**src/hdl/vmt_pkg.sv**
```systemverilog
// ----------------------------------------------------------------------------
// vmt_pkg: shared types and constants of the 4x4 vector transform
// Fixed-point widths, mode codes, register indexes and matrix reset values.
// ----------------------------------------------------------------------------
package vmt_pkg;

	localparam int unsigned COMP_W  = 32;  // Q16.16 vector component
	localparam int unsigned COEF_W  = 16;  // Q4.12 matrix coefficient
	localparam int unsigned PROD_W  = COMP_W + COEF_W;      // exact product
	localparam int unsigned SUM_W   = PROD_W + 2;           // sum of four products
	localparam int unsigned FRAC_SH = 12;                   // Q22.28 sum -> Q16.16
	localparam int unsigned SHR_W   = SUM_W - FRAC_SH;      // shifted sum width
	localparam int unsigned ROW_W   = 4 * COEF_W;
	localparam int unsigned IDX_W   = 3;

	typedef logic signed [COMP_W-1:0] comp_t;
	typedef logic signed [COEF_W-1:0] coef_t;
	typedef logic signed [PROD_W-1:0] prod_t;
	typedef logic signed [SUM_W-1:0]  sum_t;
	typedef logic        [ROW_W-1:0]  row_t;
	typedef logic        [IDX_W-1:0]  reg_idx_t;

	typedef enum logic [1:0] {
		CMD_KEEP  = 2'd0,
		CMD_POINT = 2'd1,
		CMD_DIR   = 2'd2
	} cmd_t;

	localparam reg_idx_t REG_ROW0 = 3'd0;
	localparam reg_idx_t REG_ROW1 = 3'd1;
	localparam reg_idx_t REG_ROW2 = 3'd2;
	localparam reg_idx_t REG_ROW3 = 3'd3;

	localparam row_t ROW0_RST = 64'h0000_0000_0000_1000;
	localparam row_t ROW1_RST = 64'h0000_0000_1000_0000;
	localparam row_t ROW2_RST = 64'h0000_1000_0000_0000;
	localparam row_t ROW3_RST = 64'h1000_0000_0000_0000;

	localparam comp_t W_ONE  = 32'sh0001_0000;
	localparam comp_t W_ZERO = 32'sh0000_0000;
	localparam comp_t COMP_MAX = 32'sh7FFF_FFFF;
	localparam comp_t COMP_MIN = 32'sh8000_0000;

	// Handshake between the top level and one pipeline stage
	typedef struct packed {
		logic adv;       // stage register may load this cycle
		logic valid_in;  // upstream stage holds an item
	} pipe_ctl_t;

endpackage

```
**src/hdl/vmt_cfg.sv**
```systemverilog
// ----------------------------------------------------------------------------
// vmt_cfg: matrix register file
// Four 64-bit rows of packed Q4.12 coefficients, written by index.
// ----------------------------------------------------------------------------
module vmt_cfg (
	input  logic                clk,
	input  logic                arst_n,
	input  logic                wr_en,
	input  vmt_pkg::reg_idx_t   wr_idx,
	input  vmt_pkg::row_t       wr_data,
	output vmt_pkg::row_t       rows [4]
);

	vmt_pkg::row_t row_q [4];

	always_ff @(posedge clk or negedge arst_n) begin
		if (!arst_n) begin
			row_q[0] <= vmt_pkg::ROW0_RST;
			row_q[1] <= vmt_pkg::ROW1_RST;
			row_q[2] <= vmt_pkg::ROW2_RST;
			row_q[3] <= vmt_pkg::ROW3_RST;
		end else if (wr_en) begin
			case (wr_idx)
				vmt_pkg::REG_ROW0: row_q[0] <= wr_data;
				vmt_pkg::REG_ROW1: row_q[1] <= wr_data;
				vmt_pkg::REG_ROW2: row_q[2] <= wr_data;
				vmt_pkg::REG_ROW3: row_q[3] <= wr_data;
				default: ; // drop writes beyond the register list
			endcase
		end
	end

	assign rows = row_q;

endmodule

```
**config.mk**
```make
export PLATFORM = sky130hd
export DESIGN_NAME = vmt_cfg
export DESIGN_NICKNAME = d
export VERILOG_FILES = /design/src/hdl/vmt_pkg.sv /design/src/hdl/vmt_cfg.sv
export SDC_FILE = /design/constraint.sdc
export NUM_CORES = 1
export LEC_CHECK = 0
export ABC_CLOCK_PERIOD_IN_PS = 1420
export BUFFER_PORTS_ARGS = -buffer_cell sky130_fd_sc_hd__buf_4
export CORE_MARGIN = 2
export CORE_UTILIZATION = 54
export CTS_CLUSTER_SIZE = 20
export DETAILED_ROUTE_END_ITERATION = 6
export PLACE_DENSITY = 0.91
export SYNTH_ARGS = -nofsm -noshare
export SYNTH_HDL_FRONTEND = slang
export SYNTH_SLANG_ARGS = --single-unit
```
**constraint.sdc**
```tcl
create_clock -name clk -period 1.42 [get_ports clk]
set_clock_uncertainty 0.1 [all_clocks]
set_input_delay 0.213 -clock clk [delete_from_list [all_inputs] [get_ports clk]]
set_output_delay 0.213 -clock clk [all_outputs]
set_load 0.1 [all_outputs]
```
==> results of run 1 <==
cell families after synthesis:
family	share of synthesized area [%]
flops	66.8
simple gates	0.443
buf+inv	2.71
mux	30.0
cells in the mapped netlist, drive strengths merged:
master,number,area [sq um]
mux2,256,2880
dfrtp,252,6310
nor4b,1,8.76
buf,28,260
and4bb,2,25.0
dfstp,4,105
nand4b,1,8.76
through the flow:
| step | std cells | TNS [ns] | setup slack (ns) | cell area [sq um] | utilization, % |
|---|---|---|---|---|---|
| after global placement | 1096 | -23.41 | -0.171 | 12500 | 72.0 |
| after floorplan | 544 | 0 | 0.0148 | 9600 | - |
| after detailed placement | 1096 | -27.18 | -0.200 | 12500 | 72.0 |
==> run summary, run 1 <==
total CTS buffers: 26
starting density of the core: 55.3%
row count: 48
Die W: 137 microns
IO Pins: 326
Longest Clk Path Bufs: 3
Mean Syn Cell Area: 17.6 sq um
# H-tree levels: 1
Run Error: [ERROR DPL-0038] Utilization greater than 100%, impossible to legalize
register bit total from synthesis: 256
buffer count from post-CTS setup fixing: 45
die height: 137 microns
IO Port Bufs: 325
library cells used by synthesis: 9
result of the run: aborted with a tool error
Syn Nets: 614
DP HPWL: 16,700 microns
Post-CTS Resized: 727
post-synthesis sequential area ratio: 66.8%
gpl congestion: 0.769
hold buffers post-CTS: 65
Ys Warns: 0
clock sinks: 256
Failed at: clock tree synthesis (4_1_cts)
synthesized area: 0.00960 sq mm
Post-Synthesis Cells: 544
Root Buffer: clkbuf_16
==> run 2: changes to the inputs <==
- CORE_UTILIZATION: 54 -> 40
- CTS_CLUSTER_SIZE: 20 -> default
- PLACE_DENSITY: 0.91 -> default
- PLACE_DENSITY_LB_ADDON: default -> 0.15
==> run 2 against run 1 <==
Synthesized cell count unchanged. The flow now finishes, with violations (negative setup slack). Area after synthesis did not move.
==> run summary, run 2 <==
result of the run: finished, violations left
failing checks: negative setup slack
clock share of power: 18.1%
Final Setup Violations: 193
Syn Nets: 614 (unchanged)
RR Startpoint: rows[219]
ys async rst share: 100% (unchanged)
Finished Core Util: 75.6%
Pint: 21.5 mW
min-delay worst type: input port to async pin
CTS tree: built
worst slack, placed: -0.187 ns (+0.0132 ns)
largest fanout on the critical path: 2
post-layout net count: 1,093
Max Slew Vio Count: 0
P_leak: 8.01 nW
Logic pwr share: 55.1%
IO Pins: 326 (unchanged)
Final ANT Viol Nets: 0
IO Port Bufs: 325 (unchanged)
Final Worst Setup Slack: -0.164 ns
top cells by count, synth: 256 x mux2_2, 252 x dfrtp_1, 18 x buf_6
Net Sw Frac: 46.8%
DP Area: 0.0126 sq mm (+0.38%)
vias in the first global route: 7,557
clock latency on the worst-skew pair: 0.51 ns
area delta synth->final: 85.5%
CP startpoint: rows[108]
unrepaired setup endpoints after global routing: true
Root Buffer: clkbuf_16
DP HPWL: 17,400 microns (+3.7%)
TNS Setup: -2.98 ns
register bit total from synthesis: 256 (unchanged)
WL final: 29,800 microns
residual DRC count: 0
crit end category: primary output
clock slew at reported path FFs: 0.06 ns
max FFs per register: 256
Vias: 6,586
total core area: 0.0235 sq mm
DR WL/cell: 21.8 microns
Final min period: 1.58 ns
# H-tree levels: 1 (unchanged)
cell with the largest stage delay on the worst path: dfstp_2
gpl congestion: 0.751 (-2.4%)
Sw Pwr: 18.9 mW
pin count of the biggest net entering global routing: 43
Critical path buffers and inverters: 1
routed vias/inst: 4.83
clock sinks: 256 (unchanged)
Max Clock Freq: 0.632 GHz
starting density of the core: 40.8% (-15 points)
Crit path required time: 1.11 ns
die area: 0.0252 sq mm
CP Data Arrival Time: 1.27 ns
critical path type: flip-flop to primary output
sequential share of power: 26.9%
synthesized area: 0.00960 sq mm (unchanged)
gr usage total: 22.3%
Post-Synthesis Cells: 544 (unchanged)
Top delay family on crit path: flip-flops
die height: 159 microns (+16%)
1st-pass router iterations: 4
initial antenna violation count: 0
Total Power: 40.3 mW
slew margin rel.: 74.9%
first-pass GRT wire length: 44,400 microns
largest area contributor in the netlist: dfrtp_1
Worst-Margin Slew: 0.377 ns
most common cell in the netlist: mux2_2
Post-synth top flop: dfrtp_1
Max VDD drop: 1.56 mV
final hold vios: 0
total CTS buffers: 27 (+3.8%)
GR Overflow Total: 0
CP Cell Sequence: buf_12
Cell Pwr Density: 2270 mW/mm^2
total of max-cap violations: 0
period utilisation layout: 112%
library cells used by synthesis: 9 (unchanged)
top-area cell type share of the netlist area: 65.7% (unchanged)
share of cells above drive strength 1: 69.3%
ant diodes: 0
Die W: 159 microns (+16%)
post-synthesis sequential area ratio: 66.8% (unchanged)
DRT iter0 DRCs: 232
Mean Syn Cell Area: 17.6 sq um (unchanged)
Longest Clk Path Bufs: 3 (unchanged)
Post-synth EDFFs: 0 (unchanged)
max incr delay on CP: 0.56 ns
highest-count cells in the layout ignoring fill and taps: 267 x buf_12, 256 x mux2_2, 250 x dfrtp_1
Critical Path Start Type: flip-flop
Ys Warns: 0 (unchanged)
row count: 56 (+17%)
synth top area cells: dfrtp_1 66%, mux2_2 30%, buf_6 2.1%
commonest non-fill, non-tap cell in the layout: buf_12
design area: 0.0178 sq mm
## run 2: cell counts after synthesis
No cell type changed its count.
## run 2: cells by family (layout without fill, tap and decap cells)
logic type	Yosys count	count (layout)	share of synthesized area (%)
mux	256	256	30.0
flops	256	256	66.8
buf+inv	28	528	2.71
simple gates	4	4	0.443
## run 2: area by class of cell
type                    instances  area [sq um]
well taps                     319           399
fillers                      1299          5750
repair buffers                478          7120
multi-input cells             260          2940
clock inverters                14           174
flip-flops and latches        256          6410
clock buffers                  36           749
## run 2: final timing paths
| path | end | slack [ns] | depth (start not counted) |
|---|---|---|---|
| worst max-delay path | rows[108] | -0.16 | 1 |
| worst min-delay path | rows[140] | 0.08 | 2 |
| worst max register to register | rows[219] | 0.25 | 3 |
| worst min register to register | rows[47] | 0.45 | 1 |
| max in group asynchronous | rows[36] | 0.54 | 3 |
| min in group clk | rows[235] | 0.16 | 4 |
## run 2: per-layer routing
metal,up-vias,global-route usage (%),wire length (microns)
met5,-,0,0
met4,0,6.57,866
met3,52,5.80,1660
met2,216,42.6,16800
met1,3429,24.1,10500
li1,2889,-,-
## run 2: per-stage QoR
| stage | hold WS (ns) | instances |
|---|---|---|
| 6_report | 0.0774 | 1363 |
| 4_1_cts | 0.0774 | 1323 |
| 5_1_grt | 0.0977 | 1363 |
| 3_3_place_gp | 0.0339 | 1184 |
| 3_5_place_dp | 0.0398 | 1184 |
| 2_1_floorplan | -0.183 | 544 |
## run 2: power groups by stage
| stage | logic, mW | clock network [mW] | registers (mW) |
|---|---|---|---|
| finish | 22.2 | 7.29 | 10.8 |
| global route | 22.6 | 7.77 | 11.0 |
| CTS | 21.4 | 7.39 | 10.7 |
| detailed placement | 17.2 | 0 | 9.98 |
| global placement | 17.1 | 0 | 9.88 |
| floorplan | 1.56 | 0 | 21.7 |
## run 2: what timing repair did
action                                 4_1_cts  5_1_grt
setup endpoints to repair                  256      256
setup buffers                               24       40
endpoints found under the hold margin      511        0
resized for setup                          727       40
hold buffers                                65        0
Power figures use the tool's default switching activity.
