`src/hdl/vmt_pkg.sv`:
```
// ----------------------------------------------------------------------------
// vmt_pkg: shared types and constants of the 4x4 vector transform
// Fixed-point widths, mode codes, register indexes and matrix reset values.
// ----------------------------------------------------------------------------
package vmt_pkg;

	localparam int unsigned COMP_W  = 32;  // Q16.16 vector component
	localparam int unsigned COEF_W  = 16;  // Q4.12 matrix coefficient
	localparam int unsigned PROD_W  = COMP_W + COEF_W;      // exact product
	localparam int unsigned SUM_W   = PROD_W + 2;           // sum of four products
	localparam int unsigned FRAC_SH = 12;                   // Q22.28 sum -> Q16.16
	localparam int unsigned SHR_W   = SUM_W - FRAC_SH;      // shifted sum width
	localparam int unsigned ROW_W   = 4 * COEF_W;
	localparam int unsigned IDX_W   = 3;

	typedef logic signed [COMP_W-1:0] comp_t;
	typedef logic signed [COEF_W-1:0] coef_t;
	typedef logic signed [PROD_W-1:0] prod_t;
	typedef logic signed [SUM_W-1:0]  sum_t;
	typedef logic        [ROW_W-1:0]  row_t;
	typedef logic        [IDX_W-1:0]  reg_idx_t;

	typedef enum logic [1:0] {
		CMD_KEEP  = 2'd0,
		CMD_POINT = 2'd1,
		CMD_DIR   = 2'd2
	} cmd_t;

	localparam reg_idx_t REG_ROW0 = 3'd0;
	localparam reg_idx_t REG_ROW1 = 3'd1;
	localparam reg_idx_t REG_ROW2 = 3'd2;
	localparam reg_idx_t REG_ROW3 = 3'd3;

	localparam row_t ROW0_RST = 64'h0000_0000_0000_1000;
	localparam row_t ROW1_RST = 64'h0000_0000_1000_0000;
	localparam row_t ROW2_RST = 64'h0000_1000_0000_0000;
	localparam row_t ROW3_RST = 64'h1000_0000_0000_0000;

	localparam comp_t W_ONE  = 32'sh0001_0000;
	localparam comp_t W_ZERO = 32'sh0000_0000;
	localparam comp_t COMP_MAX = 32'sh7FFF_FFFF;
	localparam comp_t COMP_MIN = 32'sh8000_0000;

	// Handshake between the top level and one pipeline stage
	typedef struct packed {
		logic adv;       // stage register may load this cycle
		logic valid_in;  // upstream stage holds an item
	} pipe_ctl_t;

endpackage

```
`src/hdl/vmt_sat.sv`:
```
// ----------------------------------------------------------------------------
// vmt_sat: scale and clamp stage
// Floor-shifts each sum back to Q16.16 and clamps it to 32 bits.
// ----------------------------------------------------------------------------
module vmt_sat (
	input  logic                clk,
	input  logic                arst_n,
	input  vmt_pkg::pipe_ctl_t  ctl,
	input  vmt_pkg::sum_t       sum [4],
	output logic                valid,
	output vmt_pkg::comp_t      res [4],
	output logic                sat
);

	logic                       valid_s4;
	vmt_pkg::comp_t             res_s4 [4];
	logic                       sat_s4;
	vmt_pkg::comp_t             res_c [4];
	logic [3:0]                 clip;

	for (genvar c = 0; c < 4; c++) begin : g_col
		vmt_pkg::sum_t              shr;
		logic [vmt_pkg::SHR_W-1:0]  sh;
		logic [vmt_pkg::SHR_W-vmt_pkg::COMP_W:0] top;

		// arithmetic shift rounds toward minus infinity
		assign shr = sum[c] >>> vmt_pkg::FRAC_SH;
		assign sh  = shr[vmt_pkg::SHR_W-1:0];
		assign top = sh[vmt_pkg::SHR_W-1:vmt_pkg::COMP_W-1];

		assign clip[c]  = !((&top) || !(|top));
		assign res_c[c] = !clip[c] ? $signed(sh[vmt_pkg::COMP_W-1:0])
			: (sh[vmt_pkg::SHR_W-1] ? vmt_pkg::COMP_MIN : vmt_pkg::COMP_MAX);
	end

	always_ff @(posedge clk or negedge arst_n) begin
		if (!arst_n) begin
			valid_s4 <= 1'b0;
		end else if (ctl.adv) begin
			valid_s4 <= ctl.valid_in;
		end
	end

	always_ff @(posedge clk) begin
		if (ctl.adv && ctl.valid_in) begin
			res_s4 <= res_c;
			sat_s4 <= |clip;
		end
	end

	assign valid = valid_s4;
	assign res   = res_s4;
	assign sat   = sat_s4;

endmodule

```
`config.mk`:
```
export PLATFORM = sky130hd
export DESIGN_NAME = vmt_sat
export DESIGN_NICKNAME = d
export VERILOG_FILES = /design/src/hdl/vmt_pkg.sv /design/src/hdl/vmt_sat.sv
export SDC_FILE = /design/constraint.sdc
export NUM_CORES = 1
export LEC_CHECK = 0
export ABC_AREA = 1
export BUFFER_PORTS_ARGS = -buffer_cell sky130_fd_sc_hd__buf_2
export CAP_MARGIN = 0
export CORE_AREA = 2 2 131 133
export CTS_CLUSTER_DIAMETER = 120
export DETAILED_ROUTE_END_ITERATION = 8
export DIE_AREA = 0 0 133 135
export GPL_ROUTABILITY_DRIVEN = 0
export PLACE_DENSITY = 0.65
export RECOVER_POWER = 50
export SLEW_MARGIN = 40
export SYNTH_ARGS = -nofsm -noshare
export SYNTH_HDL_FRONTEND = slang
export SYNTH_SLANG_ARGS = --single-unit
```
`constraint.sdc`:
```
create_clock -name clk -period 0.8 [get_ports clk]
set_input_delay 0.04 -clock clk [delete_from_list [all_inputs] [get_ports clk]]
set_output_delay 0.04 -clock clk [all_outputs]
set_load 0.005 [all_outputs]
```
* Yosys cells after proc, flatten, opt, wreduce, memory -nomap -nowiden *
Cells that the tools add are included.

cells by class
  multiply operators = 0
  equal/unequal tests = 0
  mux-type cells = 8
  reduce and logical (&&, ||, !) cells = 22
  shift operators = 0
  $add $sub $neg = 0
  div/mod/pow operators = 0
  bitwise gates (word level) = 0
  magnitude comparators = 0

operators by type and width
  cell               number
  $mux 32            8
  $reduce_and 7->1   4
  $reduce_or 7->1    4
  $logic_not 1->1    8
  $logic_or 1x1->1   4
  $reduce_or 4->1    1
  $logic_and 1x1->1  1

storage, ports and cells
  register bits = 130
  RAM bits = 0
  bits in latches = 0
  memories kept = 0
  ROM bits = 0

* Longest topological paths before layout *
  word-level depth = 5
  depth in mapped cells = 8
  depth with buffers taken out = 7

* Worst setup path after synthesis *
OpenSTA, ideal clock, no wires.

  path type = input -> register
  from = input port ctl[1] (netlist name)
  to = register res_s4 (netlist bit res[0]), enable pin
  library setup time = 0.482 ns
  arrival time = 2.584 ns
  setup slack = -2.266 ns
  stages = 2
  required time = 0.318 ns
  cells stage by stage = nand2_1 > inv_1

between the ends
  longest elaborated chain between the ends = 1

ends and longest elaborated chain
  item                  line           source
  from (decl)           vmt_sat.sv:8   input vmt_pkg::pipe_ctl_t ctl,
  $logic_and 1x1->1     vmt_sat.sv:45  if (ctl.adv && ctl.valid_in) begin
  to (signal assigned)  vmt_sat.sv:46  res_s4 <= res_c;
  to (decl)             vmt_sat.sv:16  vmt_pkg::comp_t res_s4 [4];

No other way between the ends.
A chain may end at the register's enable or synchronous reset.

* Worst setup path in the final report *
  from = register res_s4 (netlist bit res[17])
  to = output port res[17] (netlist name)

RTL lines
  item       line           source
  to (decl)  vmt_sat.sv:11  output vmt_pkg::comp_t res [4],

No word-level cell between the ends.

==> flow_summary.ini <==
[grt]
grt_pass1_wl_um = 26300
met1_usage_pct = 20.8
grt_antenna_before_repair = 0
grt.total_usage_pct = 18.9
busiest_layer = met2
grt_start_max_net_pins = 32
overflow = 0
first_global_vias = 5286
grt_util_met2_pct = 34.2
use_met3_pct = 6.49

[worst_hold_path]
hold_path_class = input port to flop
min_path_cells = 3

[clock_tree]
cts_buffers = 17
clk_latency_ns = 0.40
clock-sinks = 130
cts-root-buf = clkbuf_16
clk_pin_slew_ns = 0.06
clk_path_buf_depth = 2
cts_tree = yes
htreeDepth = 4
hold_buffers = 129

[sta]
hold_violations = 1
clock.fmax_ghz = 0.925
timing.hold.ws_ns = -0.0839
maxSlewViolCount = 0
finClkSkew_ns = 0
finalCritPeriodShare_pct = 135
worst_pin_slew_ns = 0.444
slew_headroom_pct = 70.4
period_needed_ns = 1.08
worst_slack_ns = -0.281
rsz0062_at_grt = true
finalSetupViolations = 285
fin_tns_setup_ns = -24.80

[worst_setup_path]
critPathCapture = res[17]
cp.depth = 1
startpoint_type = flop
worstSetupPathType = flop to output port
r2r_setup_slack_ns = 0.19
path_cells = buf_2
crit_required_ns = 0.76
cp.arrival_ns = 1.04
r2r_cells = 2
cp_top_family = flip-flops
crit_buf_inv = 1
reg2reg_to = valid
r2r-start = valid
slowest_stage = edfxtp_1
end_kind = output port
crit_start = res[17]
cp_slowest_stage_delay_ns = 0.47
crit_path_max_fanout = 1

[logic_synthesis]
synth_fp_nets = 692
synth_seq_area_share_pct = 67.5
yosys_warnings = 0
syn_area_sq_mm = 0.00577
avgSynthCellArea_sq_um = 11.8
synth_top_area_share_pct = 67.1
synth_seq_cells = 130
yosysTopAreaCell = edfxtp_1
synthCells = 488
ys_top_cells_by_area = edfxtp_1 (67%), nand2_1 (9.4%), nand2_2 (6.8%)
yosys.cell_types.count = 21

[finish]
nets = 1158
final_cell_mix = buf_2 (276), dlygate4sd3_1 (129), edfxtp_1 (129), nand2_1 (123), nand2_2 (83)
syn_to_final_growth_pct = 76.0
mostFrequentLayoutCell = buf_2
fill_cells = 1239
drive_above_1_share_pct = 52.4
antenna_cells = 0

[routing]
ant_nets = 0
routedWlPerCell_um = 14.8
drtIter0Drc = 223
vias = 5265
postRouteWirelength_um = 17600
via_per_inst = 4.44
drcViolationCount = 0
dr.pass1.iters = 4

[power]
p_int_mw = 15.3
swShare_pct = 20.9
leakage_nw = 4.41
vdd_drop_max_mv = 1.33
combPwrFrac_pct = 13.0
clkPwrFrac_pct = 44.8
power_mw = 19.3
p_per_area_mw_per_mm2 = 1900
seq_power_share_pct = 42.1
switching_power_mw = 4.04

[floorplan]
core-area_sq_mm = 0.0164
ios = 334
die_w_um = 133
start_util_pct = 35.2
die_h_um = 135
num_rows = 47
die_area_sq_mm = 0.0180

[placement]
io_buffers = 285
dp_hpwl_um = 11600

[outcome]
violations = hold timing, setup timing
status = finished with violations

[flow_run]
drv_cap = 0
## worst min-delay path by stage
stage,start,slack (ns),end
5_1_grt,ctl[0],-0.07,valid
3_5_place_dp,arst_n,-0.18,valid
2_1_floorplan,arst_n,-0.26,valid
6_report,ctl[0],-0.08,valid
4_1_cts,ctl[1],-0.12,valid
3_3_place_gp,arst_n,-0.18,valid
## state kept, by name, summed over array words and instances, names as in the netlist
register,flops
valid,1
res,128
sat,1
## power by group through the flow
stage / Sequential [mW] / Combinational, mW / Clock, mW
final: 8.14 / 2.52 / 8.66
after global routing: 8.19 / 2.72 / 9.10
after CTS: 8.14 / 2.42 / 8.88
after detailed placement: 8.28 / 1.92 / 0
after global placement: 8.27 / 1.89 / 0
after floorplan: 8.37 / 0.625 / 0
## synth_stat cells (all sizes together)
library cell and count:
buf 30, clkbuf 4, dfrtp 1, edfxtp 129, inv 14, nand2 212, nand3 6, nor2 26
nor3 1, o21ai 65
## per-stage QoR
step	utilization, %	cell area, sq um	hold slack (ns)	std cells	worst slack [ns]
2_1_floorplan	-	5910	-0.256	488	-1.57
3_3_place_gp	48.9	8020	-0.184	1019	-0.478
3_5_place_dp	48.9	8020	-0.184	1019	-0.476
4_1_cts	60.8	9980	-0.117	1179	-0.288
5_1_grt	61.9	10200	-0.0655	1186	-0.303
6_report	61.9	10200	-0.0839	1186	-0.281
## layer usage
metal | wire, um | vias up
met1 | 6730 | 2433
met4 | 321 | 0
met5 | 0 | -
met3 | 1310 | 31
met2 | 9240 | 221
li1 | - | 2580
## cells by family after synthesis
group / synth area share, %
flip-flops: 67.5
buffers and inverters: 5.92
AO/OA/AOI/OAI: 5.77
AND/OR/NAND/NOR: 20.8
## final cells by class
cell class                 instances  area, sq um  share of cell area, %
inverter                          14         56.3                  0.554
clock buffer                      17          425                   4.19
clock inverter                    14          236                   2.33
tap                              220          275                   2.71
timing repair buffer             481         3560                   35.0
multi-input combinational        310         1710                   16.8
sequential                       130         3900                   38.4
## repair_timing
action,in CTS,in global routing
buffers inserted,0,2
cloned,0,5
pin swaps,0,13
endpoints found under the setup margin,131,193
hold endpoints to repair,129,1
resized for setup,1,38
Power figures use the tool's default switching activity.
