$ cat src/hdl/vmt_pkg.sv
// ----------------------------------------------------------------------------
// vmt_pkg: shared types and constants of the 4x4 vector transform
// Fixed-point widths, mode codes, register indexes and matrix reset values.
// ----------------------------------------------------------------------------
package vmt_pkg;

	localparam int unsigned COMP_W  = 32;  // Q16.16 vector component
	localparam int unsigned COEF_W  = 16;  // Q4.12 matrix coefficient
	localparam int unsigned PROD_W  = COMP_W + COEF_W;      // exact product
	localparam int unsigned SUM_W   = PROD_W + 2;           // sum of four products
	localparam int unsigned FRAC_SH = 12;                   // Q22.28 sum -> Q16.16
	localparam int unsigned SHR_W   = SUM_W - FRAC_SH;      // shifted sum width
	localparam int unsigned ROW_W   = 4 * COEF_W;
	localparam int unsigned IDX_W   = 3;

	typedef logic signed [COMP_W-1:0] comp_t;
	typedef logic signed [COEF_W-1:0] coef_t;
	typedef logic signed [PROD_W-1:0] prod_t;
	typedef logic signed [SUM_W-1:0]  sum_t;
	typedef logic        [ROW_W-1:0]  row_t;
	typedef logic        [IDX_W-1:0]  reg_idx_t;

	typedef enum logic [1:0] {
		CMD_KEEP  = 2'd0,
		CMD_POINT = 2'd1,
		CMD_DIR   = 2'd2
	} cmd_t;

	localparam reg_idx_t REG_ROW0 = 3'd0;
	localparam reg_idx_t REG_ROW1 = 3'd1;
	localparam reg_idx_t REG_ROW2 = 3'd2;
	localparam reg_idx_t REG_ROW3 = 3'd3;

	localparam row_t ROW0_RST = 64'h0000_0000_0000_1000;
	localparam row_t ROW1_RST = 64'h0000_0000_1000_0000;
	localparam row_t ROW2_RST = 64'h0000_1000_0000_0000;
	localparam row_t ROW3_RST = 64'h1000_0000_0000_0000;

	localparam comp_t W_ONE  = 32'sh0001_0000;
	localparam comp_t W_ZERO = 32'sh0000_0000;
	localparam comp_t COMP_MAX = 32'sh7FFF_FFFF;
	localparam comp_t COMP_MIN = 32'sh8000_0000;

	// Handshake between the top level and one pipeline stage
	typedef struct packed {
		logic adv;       // stage register may load this cycle
		logic valid_in;  // upstream stage holds an item
	} pipe_ctl_t;

endpackage

$ cat src/hdl/vmt_acc.sv
// ----------------------------------------------------------------------------
// vmt_acc: column sum stage
// Adds the four exact products of each column into a 50-bit Q22.28 sum.
// ----------------------------------------------------------------------------
module vmt_acc (
	input  logic                clk,
	input  logic                arst_n,
	input  vmt_pkg::pipe_ctl_t  ctl,
	input  vmt_pkg::prod_t      prod [4][4],
	output logic                valid,
	output vmt_pkg::sum_t       sum [4]
);

	logic          valid_s3;
	vmt_pkg::sum_t sum_s3 [4];

	always_ff @(posedge clk or negedge arst_n) begin
		if (!arst_n) begin
			valid_s3 <= 1'b0;
		end else if (ctl.adv) begin
			valid_s3 <= ctl.valid_in;
		end
	end

	for (genvar c = 0; c < 4; c++) begin : g_col
		always_ff @(posedge clk) begin
			if (ctl.adv && ctl.valid_in) begin
				sum_s3[c] <= vmt_pkg::sum_t'(prod[c][0]) + vmt_pkg::sum_t'(prod[c][1])
					+ vmt_pkg::sum_t'(prod[c][2]) + vmt_pkg::sum_t'(prod[c][3]);
			end
		end
	end

	assign valid = valid_s3;
	assign sum   = sum_s3;

endmodule

$ cat config.mk
export PLATFORM = sky130hd
export DESIGN_NAME = vmt_acc
export DESIGN_NICKNAME = d
export VERILOG_FILES = /design/src/hdl/vmt_pkg.sv /design/src/hdl/vmt_acc.sv
export SDC_FILE = /design/constraint.sdc
export NUM_CORES = 1
export LEC_CHECK = 0
export BUFFER_PORTS_ARGS = -buffer_cell sky130_fd_sc_hd__buf_2
export CORE_AREA = 2 2 376 378
export CTS_BUF_LIST = sky130_fd_sc_hd__clkbuf_4 sky130_fd_sc_hd__clkbuf_8 sky130_fd_sc_hd__clkbuf_16
export CTS_CLUSTER_SIZE = 16
export DETAILED_ROUTE_END_ITERATION = 6
export DIE_AREA = 0 0 378 380
export PLACE_DENSITY_LB_ADDON = 0.1
export SLEW_MARGIN = 10
export SYNTH_ARGS = -nofsm -noshare
export SYNTH_HDL_FRONTEND = slang
export SYNTH_SLANG_ARGS = --single-unit
$ cat constraint.sdc
create_clock -name clk -period 0.8 [get_ports clk]
set_clock_uncertainty 0.05 [all_clocks]
set_input_delay 0.08 -clock clk [delete_from_list [all_inputs] [get_ports clk]]
set_output_delay 0.08 -clock clk [all_outputs]
set_load 0.01 [all_outputs]
## Word-level counts from Yosys, hierarchy flattened

Index checks and enable logic that the tools add are counted.

- Add/subtract/negate cells: 12
- Reduce and logical (&&, ||, !) cells: 1

Operators with widths:

| operator | number |
|---|---|
| $add 49x48->50 | 4 |
| $add 50x48->50 | 4 |
| $add 48x48->49 | 4 |
| $logic_and 1x1->1 | 1 |

- Bits in registers: 201
- Output and inout bits: 201

## Depth between registers and ports, before layout

Gate-level depths: netlist of run 1.

- Depth in word-level cells: 3
- Gate-level depth with buffers: 15
- Gate-level depth less buffers: 15

## Worst setup path after synthesis of run 1

Ideal clock, no wire load.

- Path kind: input to register
- Start point: input ctl[0] (netlist bit)
- End point: register sum_s3, in the netlist sum[0] (enable)
- Path buffers: 0
- Cell stages on the path: 1
- Data arrival time: 4.618 ns
- Path slack: -4.452 ns
- Setup time: 0.584 ns
- Cells stage by stage: and2_1

- Word-level cells in the longest chain between the ends: 1

RTL lines:

| item | RTL line | text |
|---|---|---|
| start, declared | vmt_acc.sv:8 | `input vmt_pkg::pipe_ctl_t ctl,` |
| $logic_and 1x1->1 | vmt_acc.sv:27 | `if (ctl.adv && ctl.valid_in) begin` |
| end signal, assigned by index | vmt_acc.sv:28 | `sum_s3[c] <= vmt_pkg::sum_t'(prod[c][0]) + vmt_pkg::sum_t'(prod[c][1])` |
| end, declared | vmt_acc.sv:15 | `vmt_pkg::sum_t sum_s3 [4];` |

Every way passes these cells.
A chain may end at the register's enable or synchronous reset.

## Final worst setup path of run 1

- Start point: input prod[385] (netlist bit)
- End point: register sum_s3, in the netlist sum[143] (data pin)

- Word-level cells in the longest chain between the ends: 1

RTL lines:

| item | RTL line | text |
|---|---|---|
| start, declared | vmt_acc.sv:9 | `input vmt_pkg::prod_t prod [4][4],` |
| $add 50x48->50 | vmt_acc.sv:29 | `+ vmt_pkg::sum_t'(prod[c][2]) + vmt_pkg::sum_t'(prod[c][3]);` |

Every way passes these cells.

==> results of run 1 <==
[power by group]
part	switching, W	internal (W)
clock network	0.00605	0.00884
logic	0.0495	0.0502
registers	0.000894	0.0174
total	0.0565	0.0765
[logic make-up (layout without fill, tap and decap cells)]
family                   after synthesis  after routing
AO/OA/AOI/OAI                        652            652
multiplexers                           2              2
other                                  0              3
adder cells (fa/ha/maj)              584            584
AND/OR/NAND/NOR                      489            489
XOR/XNOR                             186            186
flip-flops                           201            201
buffers and inverters               1185           3000
[layout make-up]
type                    count  area share (%)
inverters                1107            8.98
clock inverters            16           0.228
diodes                      3          0.0157
multi-input cells        1913            45.9
repair buffers           1832            25.3
well taps                1876            4.91
flip-flops and latches    201            12.6
clock buffers              45            2.03
[cell usage after synthesis, types with 55 or more instances]
library cell / count / area share, %
a21o_1: 103 / 2.7
a21oi_1: 233 / 4.0
clkbuf_1: 55 / 0.71
edfxtp_1: 200 / 21
fa_1: 388 / 27
ha_1: 196 / 8.5
inv_1: 1107 / 14
nand2_1: 150 / 1.9
nand4_1: 61 / 1.3
nor2_1: 110 / 1.4
o21ai_0: 116 / 2.0
xnor2_1: 119 / 3.6
xor2_1: 67 / 2.0
[routing by layer]
| layer | part of all wire [%] | vias up | GRT usage, % |
|---|---|---|---|
| met2 | 51 | 611 | 31.6 |
| met4 | 1.7 | 18 | 3.38 |
| li1 | - | 13900 | - |
| met5 | 0.082 | - | 0 |
| met1 | 42 | 13400 | 20.9 |
| met3 | 5.3 | 94 | 3.46 |
[sequential cells by signal, summed over array words and instances, names as in the netlist]
name / count
sum: 200
valid: 1
[placed cells by master (no fill, tap or decap), drive strengths merged, types with 8 or more instances in the layout]
master  netlist  routed
buf          22    1828
inv        1107    1107
fa          388     388
a21oi       235     235
edfxtp      200     200
ha          196     196
nand2       150     150
o21ai       124     124
xnor2       119     119
nor2        110     110
a21o        105     105
xor2         67      67
nand4        61      61
clkbuf       56      45
o21bai       44      44
nand3        34      34
nor3         34      34
nor2b        21      21
a211oi       18      18
nand2b       17      17
o31ai        17      17
o21a         16      16
a31oi        16      16
o211ai       15      15
clkinv        0      15
and3         12      12
or3           8       8
and2          8       8
[timing repair]
action                     CTS  global route
hold endpoints to repair    10             8
buffers inserted            91            51
gates cloned                 0             0
pin swaps                  224           119
setup endpoints to repair  397           398
gates resized for setup    511           147
[critical path, cell delays in order]
cell and delay [ns]:
buf_6 0.09, fa_1 0.55, fa_1 0.43, ha_2 0.23
fa_2 0.38, a211oi_4 0.32, nor4b_4 0.09, o21ai_2 0.18
nand3_2 0.13, a221oi_4 0.24, buf_6 0.16, o221ai_4 0.11
o31ai_4 0.29, buf_6 0.16, o31ai_4 0.05, xnor2_1 0.12
[through the flow]
stage | area (um2) | cells | total power [W] | setup TNS [ns] | hold slack (ns)
after detailed placement | 42900 | 6816 | 0.104 | -595.30 | -0.194
final | 47800 | 6993 | 0.133 | -469.52 | -0.239
after global placement | 42900 | 6816 | 0.105 | -597.52 | -0.193
after global routing | 47800 | 6992 | 0.144 | -497.23 | -0.258
after floorplan | 30300 | 3299 | 0.0630 | -632.92 | -0.266
after CTS | 46900 | 6953 | 0.132 | -474.56 | -0.297
[worst min path at each step]
stage,from,endpoint
after floorplan,arst_n,valid$_DFFE_PN0P_
after global placement,arst_n,valid$_DFFE_PN0P_
after detailed placement,arst_n,valid$_DFFE_PN0P_
after CTS,prod[336],sum[50]$_DFFE_PP_
after global routing,prod[720],sum[150]$_DFFE_PP_
final,prod[336],sum[50]$_DFFE_PP_
==> run summary, run 1 <==
initial DRC count: 962
area taken by multi-input logic gates: 21900 um2
GRT Total Usage: 17.3%
TritonCTS Sinks: 201
count of buffers inserted at the top-level ports: 972
global placement routability congestion: 0.840
Setup-failing EPs final: 397
pin count of the biggest net entering global routing: 25
final hold violation count: 7
Die Outline Area: 144000 um2
hold path cells: 2
standard-cell row count: 137
synth-to-layout area growth: 65.0%
R2R depth: 1
final worst hold slack: -0.239 ns
sequential cell area in the final layout: 6030 um2
Seq cells post-synth: 201
Initial DRT Pass Iterations: 5
cts bufs inserted: 34
fraction of layout cells with a size suffix above 1: 48.4%
first-pass GRT wire length: 186 mm
Post-synth EDFFs: 200
worst min-delay path class: in -> reg
Core Box Area: 139000 um2
failing checks: hold timing, setup timing
least setup slack across all paths after layout: -2.56 ns
worst-case setup slack after placement: -3.57 ns
utilization of the core after routing: 34.3%
Mapped Avg Cell Area: 8.78 um2
antenna viol nets, final: 0
Warnings, synthesis: 0
worst reg2reg path endpoint: valid$_DFFE_PN0P_
TritonCTS clock tree: built
overall die width: 378 um
number of fill cells in the layout: 14.9k
starting density of the core: 20.8%
Post-route DRC: 0
Worst-Skew Late Latency: 0.56 ns
unrepaired setup endpoints after global routing: yes
Final HPWL DP: 113 mm
worst endpoint data arrival time: 3.62 ns
CTS root buffer: clkbuf_16
setup slack of the most critical reg-to-reg path: 0.01 ns
share of synthesized cell area in and, or, nand and nor gates: 8.31%
average detailed-routed wire length per instance: 18.1 um
portion of netlist area occupied by mux cells: 0.0734%
maximum fanout count along the critical path: 2
number of antenna violations at the first check in global routing: 16
maximum clock frequency: 0.297 GHz
Worst Max-Slew Pin Slew: 0.536 ns
fraction of the cycle the final worst path needs: 420%
clock buffer depth: 3
synth unique cells: 85
Synth Flop Type: edfxtp_1
startpoint types: input pin
number of H-tree levels: 2
Worst Path Class, Setup: in -> reg
Synth Area in Adders: 35.3%
clock slew seen by the registers of the worst setup and hold paths: 0.05 ns
startpoint of the worst-slack reg-to-reg timing path: valid$_DFFE_PN0P_
shortest period the worst path allows: 3.36 ns
peak supply drop: 1.58 mV
die outline height: 380 um
combinational family with the most area after synthesis: adder cells
Post-Synthesis Cell Area: 29000 um2
number of vias in the routed layout: 28.0k
Pwr Density: 2780 nW/um2
share of the synthesized netlist area taken by xor and xnor gates: 5.62%
vias per cell: 4.00
Max-Cap Viols: 0
Final Max Slew Viols: 0
hold buffer count at cts: 4
share of async-settable or async-resettable flops after synthesis: 0.498%
required time worst endpoint: 1.06 ns
Boundary Pins: 973
worst max-slew margin expressed relative to the limit: 64.0%
Post-Synthesis Net Count: 4655
outcome: finished, violations left
source of the critical timing path: prod[385]
Gate Count Post-Synth: 3299
vias in the first global route: 31.1k
area fraction in compound gates after synthesis: 14.4%
end of the critical path: sum[143]$_DFFE_PP_
Final nets: 6445
total global routing overflow: 0
leakage power: 24.6 nW
sequential element share of the synthesized area: 20.8%
kind of capture point of the worst setup path: flop
Post-Route WL: 126 mm
Note: power is estimated with default switching activity, not from simulation.
==> run 2: changes to the inputs <==
--- a/config.mk
+++ b/config.mk
@@ -11,6 +11,7 @@
 export CTS_CLUSTER_SIZE = 16
 export DETAILED_ROUTE_END_ITERATION = 6
 export DIE_AREA = 0 0 378 380
+export HOLD_SLACK_MARGIN = 0.08
 export PLACE_DENSITY_LB_ADDON = 0.1
 export SLEW_MARGIN = 10
 export SYNTH_ARGS = -nofsm -noshare
==> run 2 against run 1 <==
Effect of this change: via count is essentially flat; the run still ends with hold timing, setup timing left; first-iteration DRC count up 0.42%; sequential share of layout area unchanged; hold slack improved by 0.0016 ns; routed wire length hardly changed; clock-buffer cell count did not move; flip-flop and latch count unchanged; fmax shrank 0.21%.
==> run summary, run 2 (synthesis results as in run 1) <==
outcome: finished, violations left
failing checks: hold timing, setup timing
unrepaired setup endpoints after global routing: yes
die outline height: 380 um (unchanged)
leakage power: 24.6 nW (unchanged)
standard-cell row count: 137 (unchanged)
vias in the first global route: 31.1k (+0.045%)
TritonCTS clock tree: built
kind of capture point of the worst setup path: flop
Initial DRT Pass Iterations: 5 (unchanged)
source of the critical timing path: prod[385]
cell area after placement: 42900 um2 (unchanged)
area taken by multi-input logic gates: 21900 um2 (unchanged)
number of vias in the routed layout: 28.0k (+0.071%)
worst max-slew margin expressed relative to the limit: 63.1% (-0.90 points)
vias per cell: 4.01 (about the same)
Post-route DRC: 0 (unchanged)
worst-case hold path end point: sum[50]$_DFFE_PP_
maximum clock frequency: 0.297 GHz (-0.21%)
Setup-failing EPs final: 597 (+50%)
Core Box Area: 139000 um2 (unchanged)
TritonCTS Sinks: 201 (unchanged)
flip-flop count of the largest register, all copies and words added: 200 (unchanged)
Worst Path Class, Setup: in -> reg
startpoint of the lowest-slack hold path: prod[336]
fraction of the cycle the final worst path needs: 421% (+0.89 points)
Post-Route WL: 126 mm (about the same)
global placement routability congestion: 0.840 (unchanged)
total global routing overflow: 0 (unchanged)
maximum fanout count along the critical path: 2 (unchanged)
hold path cells: 2 (unchanged)
Die Outline Area: 144000 um2 (unchanged)
worst min-delay path class: in -> reg
number of fill cells in the layout: 14.9k (+0.0067%)
number of H-tree levels: 2 (unchanged)
clock slew seen by the registers of the worst setup and hold paths: 0.05 ns (about the same)
Final Max Slew Viols: 0 (unchanged)
shortest period the worst path allows: 3.37 ns (+0.00713 ns)
Pwr Density: 2780 nW/um2 (about the same)
antenna viol nets, final: 0 (unchanged)
startpoint types: input pin
Max-Cap Viols: 0 (unchanged)
fraction of layout cells with a size suffix above 1: 48.4% (unchanged)
peak supply drop: 1.57 mV (about the same)
worst reg2reg path endpoint: valid$_DFFE_PN0P_
sequential cell area in the final layout: 6030 um2 (unchanged)
count of buffers inserted at the top-level ports: 972 (unchanged)
Worst-Skew Late Latency: 0.56 ns (about the same)
startpoint of the worst-slack reg-to-reg timing path: valid$_DFFE_PN0P_
GRT Total Usage: 17.3% (about the same)
Final nets: 6445 (unchanged)
least setup slack across all paths after layout: -2.57 ns (-0.00713 ns)
hold buffer count at cts: 4 (unchanged)
summed negative setup slack over all endpoints: -534.79 ns (-65.27 ns)
first-pass GRT wire length: 186 mm (about the same)
Worst Max-Slew Pin Slew: 0.549 ns (+0.0134 ns)
initial DRC count: 966 (+0.42%)
required time worst endpoint: 1.06 ns (about the same)
final hold violation count: 7 (unchanged)
total placed cells including tap cells: 6816 (unchanged)
post-route cell area: 47800 um2 (unchanged)
overall die width: 378 um (unchanged)
final worst hold slack: -0.237 ns (+0.00163 ns)
number of antenna violations at the first check in global routing: 16 (unchanged)
Final HPWL DP: 113 mm (unchanged)
most common cell after layout, fill and taps aside: inv_1
leading cell types in the layout, fill and taps excluded: inv_1, buf_2, buf_4
starting density of the core: 20.8% (unchanged)
average detailed-routed wire length per instance: 18.1 um (about the same)
worst endpoint data arrival time: 3.63 ns (about the same)
clock buffer depth: 3 (unchanged)
pin count of the biggest net entering global routing: 25 (unchanged)
R2R depth: 1 (unchanged)
synth-to-layout area growth: 65.0% (unchanged)
CTS root buffer: clkbuf_16
setup slack of the most critical reg-to-reg path: 0.01 ns (about the same)
Finished Layout Cells: 6993 (unchanged)
cts bufs inserted: 34 (unchanged)
Boundary Pins: 973 (unchanged)
run 2: cell counts in the layout (fill, tap and decap cells not counted):
Identical to the previous run, type by type.
run 2: area by class of cell:
cell class	instances	area share (%)
well taps	1876	4.91
flip-flops and latches	201	12.6
diodes	3	0.0157
clock inverters	16	0.228
multi-input cells	1913	45.9
repair buffers	1832	25.3
clock buffers	45	2.03
inverters	1107	8.98
run 2: worst max path at each step:
stage	endpoint
finish	sum[143]$_DFFE_PP_
global route	sum[143]$_DFFE_PP_
CTS	sum[142]$_DFFE_PP_
detailed placement	sum[148]$_DFFE_PP_
global placement	sum[144]$_DFFE_PP_
floorplan	sum[146]$_DFFE_PP_
run 2: what timing repair did:
| item | 4_1_cts | 5_1_grt |
|---|---|---|
| setup endpoints to repair | 397 | 598 |
| resized for setup | 511 | 147 |
| hold endpoints to repair | 30 | 8 |
| pin swaps | 224 | 119 |
| buffers inserted | 91 | 51 |
run 2: worst max-delay path: stages:
cell	delay, ns
buf_6	0.09
fa_1	0.55
fa_1	0.43
ha_2	0.23
fa_2	0.38
a211oi_4	0.32
nor4b_4	0.09
o21ai_2	0.18
nand3_2	0.14
a221oi_4	0.24
buf_6	0.16
o221ai_4	0.11
o31ai_4	0.29
buf_6	0.16
o31ai_4	0.05
xnor2_1	0.12
run 2: through the flow:
stage          total power (W)  hold slack [ns]  utilization (%)  worst slack (ns)
3_5_place_dp             0.104           -0.194             30.8             -3.57
4_1_cts                  0.132           -0.297             33.7             -2.60
2_1_floorplan           0.0630           -0.266                -             -2.67
5_1_grt                  0.144           -0.258             34.3             -2.67
6_report                 0.133           -0.237             34.3             -2.57
3_3_place_gp             0.105           -0.193             30.8             -3.54
run 2: where the power goes:
group / internal (W) / leakage [nW] / switching (W)
Sequential: 0.0174 / 1.89 / 0.000897
Clock: 0.00884 / 0.545 / 0.00604
Combinational: 0.0502 / 22.2 / 0.0495
run 2: layer usage:
metal / vias up / part of all wire (%) / wire [um] / track usage (%)
met1: 13400 / 42 / 52900 / 20.9
met4: 18 / 1.8 / 2210 / 3.38
met2: 618 / 51 / 64500 / 31.6
li1: 13900 / - / - / -
met5: - / 0.082 / 104 / 0
met3: 96 / 5.3 / 6650 / 3.46
==> run 3: changes to the inputs <==
--- a/config.mk
+++ b/config.mk
@@ -5,12 +5,13 @@
 export SDC_FILE = /design/constraint.sdc
 export NUM_CORES = 1
 export LEC_CHECK = 0
+export ABC_AREA = 1
 export BUFFER_PORTS_ARGS = -buffer_cell sky130_fd_sc_hd__buf_2
-export CORE_AREA = 2 2 376 378
+export CORE_AREA = 2 2 380 382
 export CTS_BUF_LIST = sky130_fd_sc_hd__clkbuf_4 sky130_fd_sc_hd__clkbuf_8 sky130_fd_sc_hd__clkbuf_16
 export CTS_CLUSTER_SIZE = 16
 export DETAILED_ROUTE_END_ITERATION = 6
-export DIE_AREA = 0 0 378 380
+export DIE_AREA = 0 0 382 384
 export HOLD_SLACK_MARGIN = 0.08
 export PLACE_DENSITY_LB_ADDON = 0.1
 export SLEW_MARGIN = 10
==> run 3 against run 2 <==
Effect of this change: the run still ends with hold timing, setup timing left; fmax rose by 39%; first-iteration DRC count rose by 41%; cell area rose by 21%; largest power group unchanged; non-clock buffer count fell by 280.
==> run summary, run 3 <==
Post-route DRC: 0 (unchanged)
Clock power frac: 10.8% (-0.4 points)
Pwr Density: 2680 nW/um2 (-3.7%)
switching share of power: 49.2% (+6.7 points)
Post-synth top cells: inv_1, nand2_1, fa_1
sequential cell area in the final layout: 6030 um2 (unchanged)
Warnings, synthesis: 0 (unchanged)
Post-synth EDFFs: 200 (unchanged)
Worst-Skew Late Latency: 0.58 ns (+0.02 ns)
Post-Synthesis Net Count: 6764 (+45%)
area taken by multi-input logic gates: 29900 um2 (+36%)
final hold violation count: 8 (+1)
Setup-failing EPs final: 599 (+0.34%)
Core Box Area: 143000 um2 (+2.6%)
average detailed-routed wire length per instance: 17.2 um (-4.8%)
synth-to-layout area growth: 63.5%
kind of capture point of the worst setup path: flop
Final HPWL DP: 137 mm (+21%)
shortest period the worst path allows: 2.42 ns (-0.947 ns)
Post-Route WL: 154 mm (+22%)
Final nets: 8352 (+30%)
internal power: 0.0785 W (+2.6%)
Worst Path Class, Setup: in -> reg
Seq cells post-synth: 201 (unchanged)
switching power total: 0.0760 W (+35%)
cts bufs inserted: 36 (+5.9%)
fraction of the cycle the final worst path needs: 303% (-120 points)
count of buffers inserted at the top-level ports: 972 (unchanged)
final worst hold slack: -0.257 ns (-0.0194 ns)
initial DRC count: 1359 (+41%)
worst max-slew margin expressed relative to the limit: 74.0% (+11 points)
part of the total power dissipated in combinational logic: 77.2% (+2.2 points)
number of antenna violations at the first check in global routing: 18 (+2)
number of fill cells in the layout: 15.2k (+2.1%)
failing checks: hold timing, setup timing
Worst Max-Slew Pin Slew: 0.389 ns (-0.160 ns)
most common cell after layout, fill and taps aside: inv_1
leading cell types in the layout, fill and taps excluded: inv_1, nand2_1, buf_2
number of H-tree levels: 2 (unchanged)
flip-flop count of the largest register, all copies and words added: 200 (unchanged)
total placed cells including tap cells: 8747 (+28%)
Finished Layout Cells: 8930 (+28%)
Mapped Avg Cell Area: 6.52 um2 (-26%)
starting density of the core: 24.7% (+3.9 points)
TritonCTS clock tree: built
worst min-delay path class: in -> reg
sequential power share: 12.0% (-1.8 points)
GRT Total Usage: 20.6% (+3.3 points)
number of vias in the routed layout: 36.0k (+29%)
R2R depth: 2 (+1)
peak supply drop: 1.27 mV (-19%)
worst endpoint data arrival time: 2.70 ns (-0.93 ns)
Initial DRT Pass Iterations: 5 (unchanged)
hold path cells: 3 (+1)
leakage power: 31.9 nW (+29%)
CTS root buffer: clkbuf_16
Final Max Slew Viols: 0 (unchanged)
Die Outline Area: 147000 um2 (+2.1%)
clock buffer depth: 3 (unchanged)
cell type with the largest total area after synthesis: fa_1
vias per cell: 4.03 (+0.65%)
overall die width: 382 um (+1.1%)
vias in the first global route: 37.7k (+21%)
Yosys top cell area share: 22.0% (-4.8 points)
Boundary Pins: 973 (unchanged)
Post-Synthesis Cell Area: 35300 um2 (+22%)
Gate Count Post-Synth: 5408 (+64%)
outcome: finished, violations left
maximum clock frequency: 0.413 GHz (+39%)
worst-case setup slack after placement: -2.49 ns (+1.08 ns)
required time worst endpoint: 1.08 ns (+0.02 ns)
least setup slack across all paths after layout: -1.62 ns (+0.947 ns)
global placement routability congestion: 0.894 (+6.4%)
sequential element share of the synthesized area: 17.1% (-3.7 points)
total global routing overflow: 0 (unchanged)
maximum fanout count along the critical path: 4 (+2)
fraction of layout cells with a size suffix above 1: 47.1% (-1.3 points)
hold buffer count at cts: 3 (-1)
Synth Flop Type: edfxtp_1
synth unique cells: 27 (-68%)
clock slew seen by the registers of the worst setup and hold paths: 0.05 ns (about the same)
biggest area contributors in the synthesized netlist: fa_1, inv_1, nand2_1
standard-cell row count: 139 (+1.5%)
share of async-settable or async-resettable flops after synthesis: 0.498% (unchanged)
pin count of the biggest net entering global routing: 23 (-8.0%)
TritonCTS Sinks: 201 (unchanged)
antenna viol nets, final: 0 (unchanged)
first-pass GRT wire length: 226 mm (+21%)
cell with the most instances after synthesis: inv_1
Max-Cap Viols: 0 (unchanged)
unrepaired setup endpoints after global routing: yes
startpoint types: input pin
die outline height: 384 um (+1.1%)
==> run 3: final cells by class <==
| type | count | share of cell area, % |
|---|---|---|
| diodes | 5 | 0.0217 |
| clock buffers | 43 | 1.68 |
| clock inverters | 21 | 0.362 |
| inverters | 1995 | 13.3 |
| multi-input cells | 3210 | 51.8 |
| flip-flops and latches | 201 | 10.5 |
| well taps | 1903 | 4.13 |
| repair buffers | 1552 | 18.3 |
==> run 3: path summary, 6_finish.rpt <==
check / start / end / slack, ns
worst max-delay path: prod[625] / sum[165]$_DFFE_PP_ / -1.62
worst min-delay path: ctl[0] / valid$_DFFE_PN0P_ / -0.26
worst max register to register: valid$_DFFE_PN0P_ / valid$_DFFE_PN0P_ / 0.12
worst min register to register: valid$_DFFE_PN0P_ / valid$_DFFE_PN0P_ / 0.50
max in group asynchronous: arst_n / valid$_DFFE_PN0P_ / 0.28
min in group asynchronous: arst_n / valid$_DFFE_PN0P_ / 0.31
==> run 3: through the flow <==
step / util [%] / instance area [um2] / power, W / TNS [ns]
floorplan: - / 38500 / 0.0745 / -862.62
global placement: 34.7 / 49500 / 0.116 / -510.25
detailed placement: 34.7 / 49500 / 0.116 / -510.70
CTS: 39.1 / 55800 / 0.150 / -454.47
global route: 40.4 / 57700 / 0.167 / -483.68
finish: 40.4 / 57700 / 0.154 / -462.48
==> run 3: timing repair <==
item / 4_1_cts / 5_1_grt
hold endpoints to repair: 11 / 9
setup endpoints to repair: 398 / 599
gates resized for setup: 1296 / 462
pin swaps: 548 / 280
buffers inserted: 86 / 47
==> run 3: logic make-up after synthesis <==
| kind of cell | count (synthesis) | share of synthesized area (%) |
|---|---|---|
| simple gates | 2392 | 28.1 |
| fa+ha+maj | 584 | 29.0 |
| buf+inv | 1997 | 21.3 |
| xor+xnor | 104 | 2.58 |
| flops | 201 | 17.1 |
| compound gates | 130 | 1.96 |
==> run 3: power groups by stage <==
stage / logic (W) / clock network, W / registers [W]
5_1_grt: 0.131 / 0.0175 / 0.0187
3_5_place_dp: 0.0974 / 0 / 0.0187
4_1_cts: 0.114 / 0.0172 / 0.0187
2_1_floorplan: 0.0552 / 0 / 0.0193
3_3_place_gp: 0.0976 / 0 / 0.0187
6_report: 0.119 / 0.0167 / 0.0186
==> run 3: worst max-delay path: stages <==
cell and delay [ns]:
buf_6 0.10, fa_1 0.52, fa_2 0.60, ha_4 0.23, fa_2 0.44, nand2_2 0.10
nand2_2 0.07, nand3_2 0.07, nand2_2 0.08, nand2_2 0.09, nand2_2 0.07, buf_6 0.12
xor2_1 0.13
==> run 3: routing by layer <==
layer  vias up  share of wire (%)  track usage, %
met1     16600                 43            25.9
met2       815                 48            35.7
li1      18400                  -               -
met4        12                3.2            6.00
met3       162                5.1            3.94
met5         -              0.058               0
